===== src/design/bdlp_pkg.sv =====
// Shared types and constants for the button debouncer with long-press detection.
// No dependencies; every other design file imports this package.

package bdlp_pkg;

    // Event kinds carried in the result item
    localparam logic [1:0] KIND_PRESS   = 2'd0;
    localparam logic [1:0] KIND_RELEASE = 2'd1;
    localparam logic [1:0] KIND_LONG    = 2'd2;

    // Configuration register indexes
    localparam logic CFG_DEBOUNCE   = 1'b0;
    localparam logic CFG_LONG_PRESS = 1'b1;

    // Configuration reset values (milliseconds)
    localparam logic [15:0] DEBOUNCE_RESET   = 16'd35;
    localparam logic [15:0] LONG_PRESS_RESET = 16'd800;

    typedef struct packed {
        logic        raw_level;
        logic [31:0] sample_time;
        logic [2:0]  action_tag;
    } in_item_t;

    typedef struct packed {
        logic       event_valid;
        logic [1:0] event_kind;
        logic [2:0] event_action;
    } out_item_t;

endpackage


===== src/design/bdlp_in_stage.sv =====
// Input register stage: holds one accepted sample until the evaluation logic takes it.
// Depends on bdlp_pkg.

module bdlp_in_stage
    import bdlp_pkg::*;
(
    input  logic     clk,
    input  logic     rst_n,
    input  logic     in_valid,
    output logic     in_ready,
    input  in_item_t in_data,
    output logic     hold_valid,
    input  logic     hold_take,
    output in_item_t hold_data
);

    logic     valid_reg;
    logic     valid_next;
    in_item_t data_reg;

    assign in_ready   = !valid_reg || hold_take;
    assign valid_next = (in_valid && in_ready) ? 1'b1 : (hold_take ? 1'b0 : valid_reg);

    always_ff @(posedge clk or negedge rst_n)
    begin
        if (!rst_n)
        begin
            valid_reg <= 1'b0;
        end
        else
        begin
            valid_reg <= valid_next;
        end
    end

    // Load payload on every input transfer
    always_ff @(posedge clk)
    begin
        if (in_valid && in_ready)
        begin
            data_reg <= in_data;
        end
    end

    assign hold_valid = valid_reg;
    assign hold_data  = data_reg;

endmodule


===== src/design/bdlp_core.sv =====
// Debounce and long-press evaluation: configuration registers, button state and
// the per-sample decision logic. Depends on bdlp_pkg.

module bdlp_core
    import bdlp_pkg::*;
(
    input  logic      clk,
    input  logic      rst_n,
    input  logic      cfg_wen,
    input  logic      cfg_index,
    input  logic [15:0] cfg_wdata,
    input  logic      step,
    input  in_item_t  item,
    output out_item_t result
);

    logic [15:0] debounce_reg;
    logic [15:0] long_press_reg;

    logic        started_reg,       started_next;
    logic        last_raw_reg,      last_raw_next;
    logic        stable_reg,        stable_next;
    logic        long_rep_reg,      long_rep_next;
    logic [31:0] change_time_reg,   change_time_next;
    logic [31:0] press_start_reg,   press_start_next;

    logic [31:0] since_change;
    logic [31:0] since_press;
    logic        settled;
    logic        long_due;

    always_ff @(posedge clk or negedge rst_n)
    begin
        if (!rst_n)
        begin
            debounce_reg   <= DEBOUNCE_RESET;
            long_press_reg <= LONG_PRESS_RESET;
        end
        else if (cfg_wen)
        begin
            unique case (cfg_index)
                CFG_DEBOUNCE:   debounce_reg   <= cfg_wdata;
                CFG_LONG_PRESS: long_press_reg <= cfg_wdata;
                default:        debounce_reg   <= debounce_reg;
            endcase
        end
    end

    assign since_change = item.sample_time - change_time_reg;
    assign since_press  = item.sample_time - press_start_reg;
    assign settled      = (stable_reg != last_raw_reg)
                          && (since_change >= {16'd0, debounce_reg});
    assign long_due     = (long_press_reg != 16'd0) && stable_reg && !long_rep_reg
                          && (since_press >= {16'd0, long_press_reg});

    always_comb
    begin
        started_next       = started_reg;
        last_raw_next      = last_raw_reg;
        stable_next        = stable_reg;
        long_rep_next      = long_rep_reg;
        change_time_next   = change_time_reg;
        press_start_next   = press_start_reg;
        result.event_valid  = 1'b0;
        result.event_kind   = KIND_PRESS;
        result.event_action = item.action_tag;

        priority if (!started_reg)
        begin
            // First sample only loads the state
            started_next     = 1'b1;
            last_raw_next    = item.raw_level;
            stable_next      = item.raw_level;
            long_rep_next    = 1'b0;
            change_time_next = item.sample_time;
            press_start_next = item.raw_level ? item.sample_time : 32'd0;
        end
        else if (item.raw_level != last_raw_reg)
        begin
            // Raw edge: restart settle timer
            last_raw_next    = item.raw_level;
            change_time_next = item.sample_time;
        end
        else if (settled)
        begin
            stable_next = last_raw_reg;
            if (last_raw_reg)
            begin
                long_rep_next      = 1'b0;
                press_start_next   = item.sample_time;
                result.event_valid = 1'b1;
                result.event_kind  = KIND_PRESS;
            end
            else
            begin
                press_start_next = 32'd0;
                if (!long_rep_reg)
                begin
                    result.event_valid = 1'b1;
                    result.event_kind  = KIND_RELEASE;
                end
                long_rep_next = 1'b0;
            end
        end
        else if (long_due)
        begin
            long_rep_next      = 1'b1;
            result.event_valid = 1'b1;
            result.event_kind  = KIND_LONG;
        end
        else
        begin
            started_next = started_reg;
        end
    end

    always_ff @(posedge clk or negedge rst_n)
    begin
        if (!rst_n)
        begin
            started_reg     <= 1'b0;
            last_raw_reg    <= 1'b0;
            stable_reg      <= 1'b0;
            long_rep_reg    <= 1'b0;
            change_time_reg <= 32'd0;
            press_start_reg <= 32'd0;
        end
        else if (step)
        begin
            started_reg     <= started_next;
            last_raw_reg    <= last_raw_next;
            stable_reg      <= stable_next;
            long_rep_reg    <= long_rep_next;
            change_time_reg <= change_time_next;
            press_start_reg <= press_start_next;
        end
    end

endmodule


===== src/design/bdlp_out_stage.sv =====
// Result register stage: holds one result item until the receiver takes it.
// Depends on bdlp_pkg.

module bdlp_out_stage
    import bdlp_pkg::*;
(
    input  logic      clk,
    input  logic      rst_n,
    input  logic      load_valid,
    output logic      load_ready,
    input  out_item_t load_data,
    output logic      out_valid,
    input  logic      out_ready,
    output out_item_t out_data
);

    logic      valid_reg;
    logic      valid_next;
    out_item_t data_reg;

    assign load_ready = !valid_reg || out_ready;
    assign valid_next = (load_valid && load_ready) ? 1'b1
                      : (out_ready ? 1'b0 : valid_reg);

    always_ff @(posedge clk or negedge rst_n)
    begin
        if (!rst_n)
        begin
            valid_reg <= 1'b0;
        end
        else
        begin
            valid_reg <= valid_next;
        end
    end

    always_ff @(posedge clk)
    begin
        if (load_valid && load_ready)
        begin
            data_reg <= load_data;
        end
    end

    assign out_valid = valid_reg;
    assign out_data  = data_reg;

endmodule


===== src/design/button_debounce_long_press.sv =====
// Top level of the button debouncer with long-press detection.
// Depends on bdlp_pkg, bdlp_in_stage, bdlp_core and bdlp_out_stage.
//
// Usage:
//   Input channel (in_valid / in_ready / in_data) carries one timestamped
//   button sample per transfer: raw level, millisecond time, action tag.
//   Output channel (out_valid / out_ready / out_data) returns exactly one
//   result per sample: event flag, event kind (press, release, long press)
//   and the copied action tag, in sample order.
//   Configuration: write cfg_wdata to register cfg_index when cfg_wen is
//   high (0 = debounce time, 1 = long-press time, both in ms). Write only
//   while no sample is in flight.
// Timing:
//   A sample goes from the input register through the decision logic into
//   the result register. Throughput is one sample per cycle while out_ready
//   stays high; the button state loop (compare of two wrapping 32-bit
//   differences and flag update) feeds the state registers straight back.
// Reset:
//   All state clears, debounce time returns to 35 ms and long-press time to
//   800 ms; the first sample after reset only loads the state.
// Stall:
//   When out_ready is low the result register holds; the input register
//   still takes one more sample, then in_ready drops until the result drains.

module button_debounce_long_press
    import bdlp_pkg::*;
(
    input  logic        clk,
    input  logic        rst_n,
    input  logic        in_valid,
    output logic        in_ready,
    input  in_item_t    in_data,
    output logic        out_valid,
    input  logic        out_ready,
    output out_item_t   out_data,
    input  logic        cfg_wen,
    input  logic        cfg_index,
    input  logic [15:0] cfg_wdata
);

    logic      hold_valid;
    logic      hold_take;
    in_item_t  hold_data;
    logic      load_ready;
    out_item_t core_result;

    // Hold the accepted sample
    bdlp_in_stage u_in_stage (
        .clk        (clk),
        .rst_n      (rst_n),
        .in_valid   (in_valid),
        .in_ready   (in_ready),
        .in_data    (in_data),
        .hold_valid (hold_valid),
        .hold_take  (hold_take),
        .hold_data  (hold_data)
    );

    // Advance the button state exactly when the sample moves to the result register
    assign hold_take = hold_valid && load_ready;

    bdlp_core u_core (
        .clk       (clk),
        .rst_n     (rst_n),
        .cfg_wen   (cfg_wen),
        .cfg_index (cfg_index),
        .cfg_wdata (cfg_wdata),
        .step      (hold_take),
        .item      (hold_data),
        .result    (core_result)
    );

    bdlp_out_stage u_out_stage (
        .clk        (clk),
        .rst_n      (rst_n),
        .load_valid (hold_valid),
        .load_ready (load_ready),
        .load_data  (core_result),
        .out_valid  (out_valid),
        .out_ready  (out_ready),
        .out_data   (out_data)
    );

endmodule


===== config.mk =====
export PLATFORM = sky130hd
export DESIGN_NAME = button_debounce_long_press
export DESIGN_NICKNAME = d
export VERILOG_FILES = /design/src/design/bdlp_pkg.sv /design/src/design/bdlp_in_stage.sv /design/src/design/bdlp_core.sv /design/src/design/bdlp_out_stage.sv /design/src/design/button_debounce_long_press.sv
export SDC_FILE = /design/constraint.sdc
export NUM_CORES = 1
export LEC_CHECK = 0
export BUFFER_PORTS_ARGS = -buffer_cell sky130_fd_sc_hd__buf_2
export CAP_MARGIN = 20
export CORE_MARGIN = 2
export CORE_UTILIZATION = 56
export CTS_CLUSTER_SIZE = 40
export DETAILED_ROUTE_END_ITERATION = 16
export PLACE_DENSITY = 0.82
export SETUP_SLACK_MARGIN = 0.2
export SYNTH_ARGS = -nofsm -noshare
export SYNTH_HDL_FRONTEND = slang
export SYNTH_SLANG_ARGS = --single-unit

===== constraint.sdc =====
create_clock -name clk -period 4.3 [get_ports clk]
set_input_delay 0.86 -clock clk [delete_from_list [all_inputs] [get_ports clk]]
set_output_delay 0.86 -clock clk [all_outputs]
set_load 0.05 [all_outputs]

Word-level counts from Yosys, hierarchy flattened
Index checks and enable logic that the tools add are counted.
{"block": "op_classes", "addsub": 2, "bitwise": 2, "magnitude_cmp": 2, "n_eq_ne": 6, "n_reduce_logical": 20, "n_mux": 24}
{"op": "two-way mux 32 bit", "count": 7}
{"op": ">= comparator 32 x 16 -> 1 bit", "count": 2}
{"op": "subtractor 32 bit", "count": 2}
{"op": "nonzero test 16 bit", "count": 1}
{"op": "two-way mux 1 bit", "count": 13}
{"op": "two-way mux 3 bit", "count": 4}
{"op": "logical AND 1 bit", "count": 6}
{"op": "inequality test 2 bit (second input constant)", "count": 3}
{"op": "AND reduction 2 bit", "count": 3}
{"op": "AND reduction 3 bit", "count": 2}
{"op": "nonzero test 2 bit", "count": 2}
{"op": "zero test 1 bit", "count": 3}
{"op": "inequality test 3 bit (second input constant)", "count": 1}
{"op": "logical OR 1 bit", "count": 2}
{"op": "inequality test 1 bit", "count": 2}
{"op": "NOT 1 bit", "count": 2}
{"op": "OR reduction 2 bit", "count": 1}
{"block": "word_totals", "in_bits": 58, "register_bits": 144, "out_inout_bits": 8, "word_cells": 72}

Depth between registers and ports, before layout
Gate-level depths: netlist (run 1).
{"block": "logic_depth", "ltp_word": 8, "depth_mapped": 23, "depth_no_buf": 21}

Hierarchy
Synthesis (run 1) repeated with hierarchy kept, for this count alone.
{"block": "unflattened", "cells_unflattened": 1119, "area_unflattened_um2": 9944.5}
{"mod": "bdlp_core", "area_each_um2": 8569.5, "cells_each": 1068, "instances": 1, "seq_area_each_um2": 2509.9}
{"mod": "bdlp_in_stage", "area_each_um2": 1134.8, "cells_each": 40, "instances": 1, "seq_area_each_um2": 1106.1}
{"mod": "bdlp_out_stage", "area_each_um2": 234.0, "cells_each": 10, "instances": 1, "seq_area_each_um2": 205.2}
{"mod": "button_debounce_long_press", "area_each_um2": 6.3, "cells_each": 1, "instances": 1, "seq_area_each_um2": 0.0}

Worst setup path before layout (run 1)
No wires, ideal clock.
{"block": "synth_timing", "path_type": "register to register", "startpoint": "register u_in_stage.data_reg, in the netlist u_in_stage.hold_data[11]", "endpoint": "register u_core.press_start_reg[0]", "setup_time_ps": 129, "path_stages_with_launch": 21, "slack_ps": -160, "period_less_slack_ps": 4460, "arrival_ps": 4331, "t_required_ps": 4171, "cell_sequence": "edfxtp_1 -> ha_1 -> buf_6 -> a21oi_4 -> o211ai_1 -> o211a_2 -> or3_2 -> o21ai_0 -> xnor2_1 -> ha_1 -> a21oi_1 -> o221ai_1 -> a211oi_1 -> o311a_2 -> nand4_1 -> or4_4 -> nor4_2 -> or3_1 -> buf_6 -> buf_8 -> o211ai_2"}
{"block": "synth_via", "elab_chain_len": 5}
{"element": "start, declared", "line_no": "bdlp_in_stage.sv:19", "source": "in_item_t data_reg;"}
{"element": "start signal, assigned", "line_no": "bdlp_in_stage.sv:41", "source": "data_reg <= in_data;"}
{"element": "subtractor 32 bit", "line_no": "bdlp_core.sv:49", "source": "assign since_change = item.sample_time - change_time_reg;"}
{"element": ">= comparator 32 x 16 -> 1 bit", "line_no": "bdlp_core.sv:52", "source": "&& (since_change >= {16'd0, debounce_reg});"}
{"element": "logical AND 1 bit", "line_no": "bdlp_core.sv:52"}
{"element": "inequality test 2 bit (no line)"}
{"element": "AND reduction 3 bit (no line)"}
{"element": "end signal, assigned", "line_no": "bdlp_core.sv:135", "source": "press_start_reg <= press_start_next;"}
{"element": "end, declared", "line_no": "bdlp_core.sv:25", "source": "logic [31:0] press_start_reg, press_start_next;"}
No other way between the ends.
A chain may end at the register's enable or synchronous reset.

Final worst setup path (run 1)
{"block": "layout_timing", "startpoint": "register u_in_stage.data_reg, in the netlist u_in_stage.hold_data[4]", "endpoint": "register u_core.long_rep_reg"}
{"block": "layout_via", "elab_chain_len": 6, "word_cells_on_any_way": 11, "cone_classes": "add/sub: 2; order compare: 2; eq/ne: 1; mux: 3; reduce/logical: 3"}
{"element": "subtractor 32 bit", "line_no": "bdlp_core.sv:49"}
{"element": ">= comparator 32 x 16 -> 1 bit", "line_no": "bdlp_core.sv:52"}
{"element": "logical AND 1 bit", "line_no": "bdlp_core.sv:52"}
{"element": "two-way mux 1 bit", "line_no": "bdlp_core.sv:84", "source": "else if (settled)"}
{"element": "two-way mux 1 bit", "line_no": "bdlp_core.sv:78", "source": "else if (item.raw_level != last_raw_reg)"}
{"element": "two-way mux 1 bit", "line_no": "bdlp_core.sv:68", "source": "priority if (!started_reg)"}
{"element": "end signal, assigned", "line_no": "bdlp_core.sv:133", "source": "long_rep_reg <= long_rep_next;"}
{"element": "end, declared", "line_no": "bdlp_core.sv:23", "source": "logic long_rep_reg, long_rep_next;"}
Parallel ways exist; a longest one is shown, timed or not. The select of a mux whose other input is x is not followed.

==> results of run 1 <==
## metrics by stage
| stage | total power [mW] | utilization (%) | cell area [um^2] |
|---|---|---|---|
| after CTS | 8.75 | 66.0 | 12400 |
| after global routing | 9.68 | 66.7 | 12500 |
| after global placement | 6.84 | 61.7 | 11600 |
| after detailed placement | 6.99 | 61.8 | 11600 |
| final | 9.09 | 66.7 | 12500 |
| after floorplan | 5.78 | - | 10800 |
## how the worst min path moves through the flow
| stage | from | end | slack [ns] | cells after the start |
|---|---|---|---|---|
| 2_1_floorplan | u_in_stage.hold_data[0] | u_out_stage.out_data[0] | 0.40 | 0 |
| 3_3_place_gp | u_in_stage.hold_data[0] | u_out_stage.out_data[0] | 0.40 | 0 |
| 3_5_place_dp | u_in_stage.hold_data[1] | u_out_stage.out_data[1] | 0.41 | 0 |
| 4_1_cts | u_in_stage.hold_data[1] | u_out_stage.out_data[1] | 0.42 | 0 |
| 5_1_grt | u_in_stage.hold_data[1] | u_out_stage.out_data[1] | 0.43 | 0 |
| 6_report | u_in_stage.hold_data[1] | u_out_stage.out_data[1] | 0.42 | 0 |
## Yosys cell counts, types with 4 or more instances
library cell,count
nor2_1,42
and2_1,9
o2111ai_1,7
a21o_1,29
mux2i_1,5
or3_1,5
o21bai_1,8
o211ai_1,6
dfrtp_1,96
o221ai_2,30
o21a_1,12
nand2_1,83
a31oi_1,8
xnor2_1,28
mux2_2,47
nand4b_1,24
or4_1,4
nand2b_1,8
ha_1,95
a211oi_1,9
nor2b_1,11
inv_1,110
nand3_1,59
clkbuf_8,10
dfstp_2,6
and3_1,6
nand4_1,20
buf_2,6
a21oi_1,77
nor4_1,9
clkbuf_1,19
o21ai_0,58
buf_6,5
nor3_1,15
edfxtp_1,42
xor2_1,15
o221ai_1,5
## power by group
| part | switching (mW) | leakage, nW | internal, mW |
|---|---|---|---|
| clock network | 0.623 | 0.298 | 0.890 |
| logic | 3.11 | 3.46 | 2.45 |
| registers | 0.239 | 1.65 | 1.78 |
| total | 3.97 | 5.41 | 5.12 |
## final cells by class
type	instances	share of cell area [%]
Clock buffer	20	3.91
Clock inverter	12	0.949
Inverter	110	3.30
Tap cell	234	2.34
Multi-Input combinational cell	810	51.2
Sequential cell	144	30.5
Timing Repair Buffer	139	7.77
## per-layer routing
metal / vias up / wire length (um) / GRT usage (%)
met4: 0 / 912 / 12.2
met2: 459 / 14900 / 50.5
li1: 4334 / - / -
met5: - / 0 / 0
met3: 84 / 2240 / 4.53
met1: 4609 / 12400 / 39.6
## kinds of logic (layout without fill, tap and decap cells)
| family | count (synthesis) | count (layout) | share of synthesized area [%] |
|---|---|---|---|
| simple gates | 317 | 317 | 15.7 |
| compound gates | 301 | 301 | 21.1 |
| buf+inv | 156 | 281 | 7.39 |
| flops | 144 | 144 | 35.5 |
| fa+ha+maj | 97 | 97 | 11.4 |
| mux | 52 | 52 | 5.38 |
| xor+xnor | 43 | 43 | 3.50 |
## worst max-delay path: cells and delay by family, from the launching register on
family / cells / cell delay (ns)
and+or+nand+nor: 7 / 1.56
buffers and inverters: 2 / 0.41
adders and majority gates: 2 / 0.57
xor gates and xnor gates: 1 / 0.12
DFF: 1 / 0.41
AOI/OAI and AO/OA: 7 / 1.33
## what timing repair did
item                       in CTS  in global routing
hold buffers                    0                  0
setup endpoints to repair      37                 37
pin swaps                      11                 13
buffers inserted                5                  2
cloned                          1                  1
resized for setup              27                 19
==> metrics.txt, run 1 <==
Peak VDD IR 349 uV; worst setup path start u_in_stage.hold_data[4]; CP peak stage delay 0.48 ns; CTS tree yes; antenna violations before repair 0; Core ar. 18800 um^2; wire length per cell 20.7 um; Nets 1377; max reg flops 36; Detailed Place HPWL 21300 um; Sum Neg Setup Slack -6.17 ns; Post-synth EDFFs 42; crit path to u_core.long_rep_reg; htree depth 4; # IOs 66; vias in the first global route 9230; Synth top area share 22.3%; Placed Cells 1428; period utilization 106%; crit start category flip-flop; WP data arrival 4.86 ns; Layout area overhead 16.4%; Std-Cell Rows 50; Syn Inst Count 1110; most frequent cells in the layout inv_1, dfrtp_1, ha_1; Max Fanout on Critical Path 15; die footprint 20300 um^2; Worst setup EP type flip-flop; asr flop ratio synth 70.8%; worst slack, placed -0.139 ns; # fillers 1320; Hold Slack 0.419 ns; Die Span Y 143 um; via/cell ratio 6.46; multi-input logic area 6420 um^2; failing checks negative setup slack; crit-path cells ha_1 > nor2b_4 > o2111ai_2 > buf_4 > a31oi_4 > or3_4 > o21ai_4 > xnor2_2 > ha_1 > nand4_1 > a21oi_2 > a311o_1 > nor3_2 > nand4_1 > or4_4 > o41ai_4 > nand2_2 > clkbuf_16 > o32ai_1; Starting DRT DRC Count 1183; first-pass GRT wire length 47900 um; reg2reg path depth 19; Buffers on Ports 65; mapped cell area 10800 um^2; slew margin rel. 31.6%; final non-filler cell total 1469; final hold vios 0; Cell Pwr Density 725 nW/um^2; Yosys cell types 89; DR pass1 iterations 8; GPL Wtd Cong 0.962; largest net degree at the start of global routing 75; leading cell type in the layout, fill and taps excluded inv_1; clk sinks 144; slowest CP cell or4_4; largest cells by area after synthesis dfrtp_1, edfxtp_1, ha_1; ANT cells 0; Initial Utilization 57.3%; Reg area 3820 um^2; CTS Root Cell clkbuf_16; ys flop type dfrtp_1; maxcap violations 0; final setup skew 0.00916 ns; DRC viols 0; RSZ-0062 raised after global routing yes; reg2reg end u_core.long_rep_reg; WS Path Type flip-flop to flip-flop; Final ANT Viol Nets 0; Hold Path Class flip-flop to flip-flop; CP Data Required Time 4.61 ns; Ys Warns 0; worst skew pair latency 0.43 ns; Seq/Total Area, Yosys 35.5%; Final min period 4.55 ns; Die X 143 um; flop-to-flop setup slack -0.25 ns; Num CTS Buffers 17; syn_area_per_cell 9.70 um^2; Vias 9486; Leak 5.41 nW; r2r startpoint u_in_stage.hold_data[4]; status finished, violations left; measured slew at the worst slew-check pin 1.03 ns; share of cells above drive strength 1 26.7%; fin. max-slew vios 0; leading area contributor after synthesis dfrtp_1; Worst-path clk slew 0.07 ns; Syn Nets 1265; Total GRT Usage 30.2%; Post-Route WL 30500 um; CTS max path bufs 2; grt ovf 0; Max Clock Freq 220 MHz; final worst setup slack -0.246 ns; synthesized flop and latch total 144; Setup violations, final 36
No activity file was read; power rests on OpenSTA's default activity.
==> run 2: changes to the inputs <==
--- a/config.mk
+++ b/config.mk
@@ -11,8 +11,9 @@
 export CORE_UTILIZATION = 56
 export CTS_CLUSTER_SIZE = 40
 export DETAILED_ROUTE_END_ITERATION = 16
-export PLACE_DENSITY = 0.82
+export PLACE_DENSITY = 0.83
 export SETUP_SLACK_MARGIN = 0.2
 export SYNTH_ARGS = -nofsm -noshare
 export SYNTH_HDL_FRONTEND = slang
+export SYNTH_HIERARCHICAL = 1
 export SYNTH_SLANG_ARGS = --single-unit
==> metrics.txt, run 2 <==
status finished, violations left; failing checks negative setup slack; clk sinks 144 (unchanged); Seq/Total Area, Yosys 38.4% (+2.9 points); vias in the first global route 8882 (-3.8%); mapped cell area 9940 um^2 (-7.6%); CTS Root Cell clkbuf_16; Peak VDD IR 392 uV (+12%); Initial Utilization 57.3% (about the same); GPL Wtd Cong 0.957 (-0.47%); Die X 137 um (-3.8%); Sum Neg Setup Slack -8.36 ns (-2.19 ns); synthesized flop and latch total 144 (unchanged); measured slew at the worst slew-check pin 0.990 ns (-0.0356 ns); Cell Pwr Density 698 nW/um^2 (-3.8%); Num CTS Buffers 17 (unchanged); final hold vios 0 (unchanged); ys flop type dfrtp_1; die footprint 18800 um^2 (-7.4%); worst skew pair latency 0.43 ns (about the same); Final ANT Viol Nets 0 (unchanged); synth cell count leaders inv_1, nand2_1, dfrtp_1, ha_1, o21ai_0; maxcap violations 0 (unchanged); wire length per cell 20.3 um (-2.0%); Max Clock Freq 218 MHz (-0.67%); Syn Nets 1273 (+0.63%); leading area contributor after synthesis dfrtp_1; slew margin rel. 33.7% (+2.1 points); antenna violations before repair 0 (unchanged); Total GRT Usage 31.3% (+1.1 points); Int Pwr 4.64 mW (-9.4%); clock share of power 17.4% (+0.8 points); CP peak stage delay 0.38 ns (-0.10 ns); fin. max-slew vios 0 (unchanged); Crit path max-delay family compound AO/OA/AOI/OAI gates; asr flop ratio synth 70.8% (unchanged); Worst setup EP type flip-flop; WS Path Type flip-flop to flip-flop; final worst setup slack -0.277 ns (-0.0309 ns); syn_area_per_cell 8.89 um^2 (-8.3%); Die Span Y 137 um (-3.8%); crit start category flip-flop; period utilization 106% (+0.72 points); Syn Inst Count 1119 (+0.81%); Leak 5.45 nW (+0.61%); CP Data Required Time 4.64 ns (+0.03 ns); RSZ-0062 raised after global routing yes; Std-Cell Rows 48 (-4.0%); Reg power frac 23.9% (+1.7 points); htree depth 4 (unchanged); CP Buf/Inv Count 6 (+4); Synth top area share 24.2% (+1.8 points); top-count cell post-synth inv_1; Setup violations, final 37 (+2.8%); Comb power frac 58.7% (-2.4 points); most frequent CP cell o21ai_1; Hold Path Class flip-flop to flip-flop; Buffers on Ports 65 (unchanged); crit-path cells inv_2 > buf_4 > buf_6 > ha_4 > fa_2 > nor2b_4 > o2111ai_4 > a21boi_2 > o31ai_4 > o21ai_1 > xor2_1 > ha_1 > nor2b_1 > o21ai_1 > o2111ai_1 > nor4_2 > o2111ai_2 > nor4_2 > buf_4 > buf_6 > a31o_4 > clkbuf_16 > nand2_1 > o21ai_1; Detailed Place HPWL 19900 um (-6.5%); DR pass1 iterations 7 (-1); CTS max path bufs 2 (unchanged); grt ovf 0 (unchanged); first-pass GRT wire length 45200 um (-5.6%); via/cell ratio 6.23 (-3.5%); Sw Pwr 3.67 mW (-7.4%); Ys Warns 6 (+6); share of cells above drive strength 1 21.5% (-5.2 points); Post-Route WL 30100 um (-1.3%); max reg flops 36 (unchanged); Worst-path clk slew 0.07 ns (about the same); most frequent cells in the layout inv_1, nand2_1, dfrtp_1; final non-filler cell total 1479 (+0.68%); Core ar. 17400 um^2 (-7.5%); Placed Cells 1422 (-0.42%); Layout area overhead 19.8%; Vias 9220 (-2.8%); # fillers 1193 (-9.6%); Max Fanout on Critical Path 8 (-7); largest net degree at the start of global routing 62 (-17%); largest cells by area after synthesis dfrtp_1, edfxtp_1, ha_1; Nets 1394 (+1.2%); DRC viols 0 (unchanged); switching share of power 44.2% (+0.54 points); WP data arrival 4.92 ns (+0.06 ns); Final min period 4.58 ns (+0.0309 ns); Starting DRT DRC Count 1018 (-14%); CTS tree yes; # IOs 66 (unchanged); Post-synth EDFFs 42 (unchanged); final setup skew 0.00964 ns (+0.000478 ns); slowest CP cell edfxtp_1; leading cell type in the layout, fill and taps excluded inv_1; Yosys cell types 79 (-11%)
-- run 2: cell types whose count changed after synthesis, moves of 6 or more --
cell	change
nand2_1	+54
nand3_1	-40
o21ai_1	+32
inv_1	+31
o221ai_2	-30
mux2_2	-28
nand4b_1	-24
o21ai_0	+22
clkbuf_8	-10
a21oi_1	-8
clkbuf_1	+8
nor3_1	+6
-- run 2: final timing paths --
kind	from	endpoint	slack [ns]	cells after the start
worst max register to register	u_in_stage/hold_data[3]	u_core/press_start_reg[15]	-0.28	24
worst min register to register	u_in_stage/hold_data[0]	u_out_stage/out_data[0]	0.42	0
worst max-delay path	u_in_stage/hold_data[3]	u_core/press_start_reg[15]	-0.28	24
min in group asynchronous	rst_n	u_core/debounce_reg[7]	0.52	1
max in group asynchronous	rst_n	u_in_stage/hold_valid	2.93	2
worst min-delay path	u_in_stage/hold_data[0]	u_out_stage/out_data[0]	0.42	0
-- run 2: metrics by stage --
step	utilization [%]	area, um^2	power (mW)	setup WS (ns)	hold WS [ns]
6_report	68.6	11900	8.31	-0.277	0.420
5_1_grt	68.6	11900	8.84	-0.471	0.438
4_1_cts	67.2	11700	7.92	-0.207	0.420
3_5_place_dp	62.4	10800	6.23	-0.269	0.405
3_3_place_gp	62.4	10800	6.09	-0.135	0.405
2_1_floorplan	-	9970	5.08	0.0654	0.455
-- run 2: routing by layer --
metal  wire, um  share of wire [%]  GRT usage (%)  vias to the layer above
met4       1280                4.2           15.1                        0
met2      14300                 48           50.2                      517
met5          0                  0              0                        -
met3       2270                7.5           7.73                      109
li1           -                  -              -                     4199
met1      12200                 41           39.6                     4395
-- run 2: cell families after synthesis --
family                     Yosys count  share of synthesized area [%]
AOI/OAI and AO/OA                  316                           20.1
and+or+nand+nor                    310                           15.1
buffers and inverters              180                           7.10
DFF                                144                           38.4
adders and majority gates           96                           12.2
xor gates and xnor gates            47                           4.14
muxes                               26                           2.87
-- run 2: timing repair --
action | in CTS | in global routing
gates resized for setup | 29 | 29
buffers inserted | 13 | 7
hold buffers | 0 | 0
pin swaps | 33 | 18
endpoints found under the hold margin | 0 | 0
setup endpoints to repair | 37 | 37
cloned | 1 | 3
-- run 2: power by group through the flow --
stage	registers, mW	logic, mW	clock network, mW
global placement	1.95	4.13	0
finish	1.98	4.88	1.45
global route	2.01	5.31	1.52
floorplan	1.94	3.15	0
CTS	1.96	4.52	1.44
detailed placement	1.97	4.26	0
-- run 2: area by class of cell --
type / count / area [um^2] / area share, %
multi-input combinational: 795 / 5690 / 47.8
sequential: 144 / 3820 / 32.1
timing repair buffer: 141 / 1010 / 8.49
inverter: 141 / 529 / 4.44
clock buffer: 19 / 464 / 3.90
tap: 225 / 282 / 2.36
clock inverter: 13 / 110 / 0.924
antenna: 1 / 2.50 / 0.0210
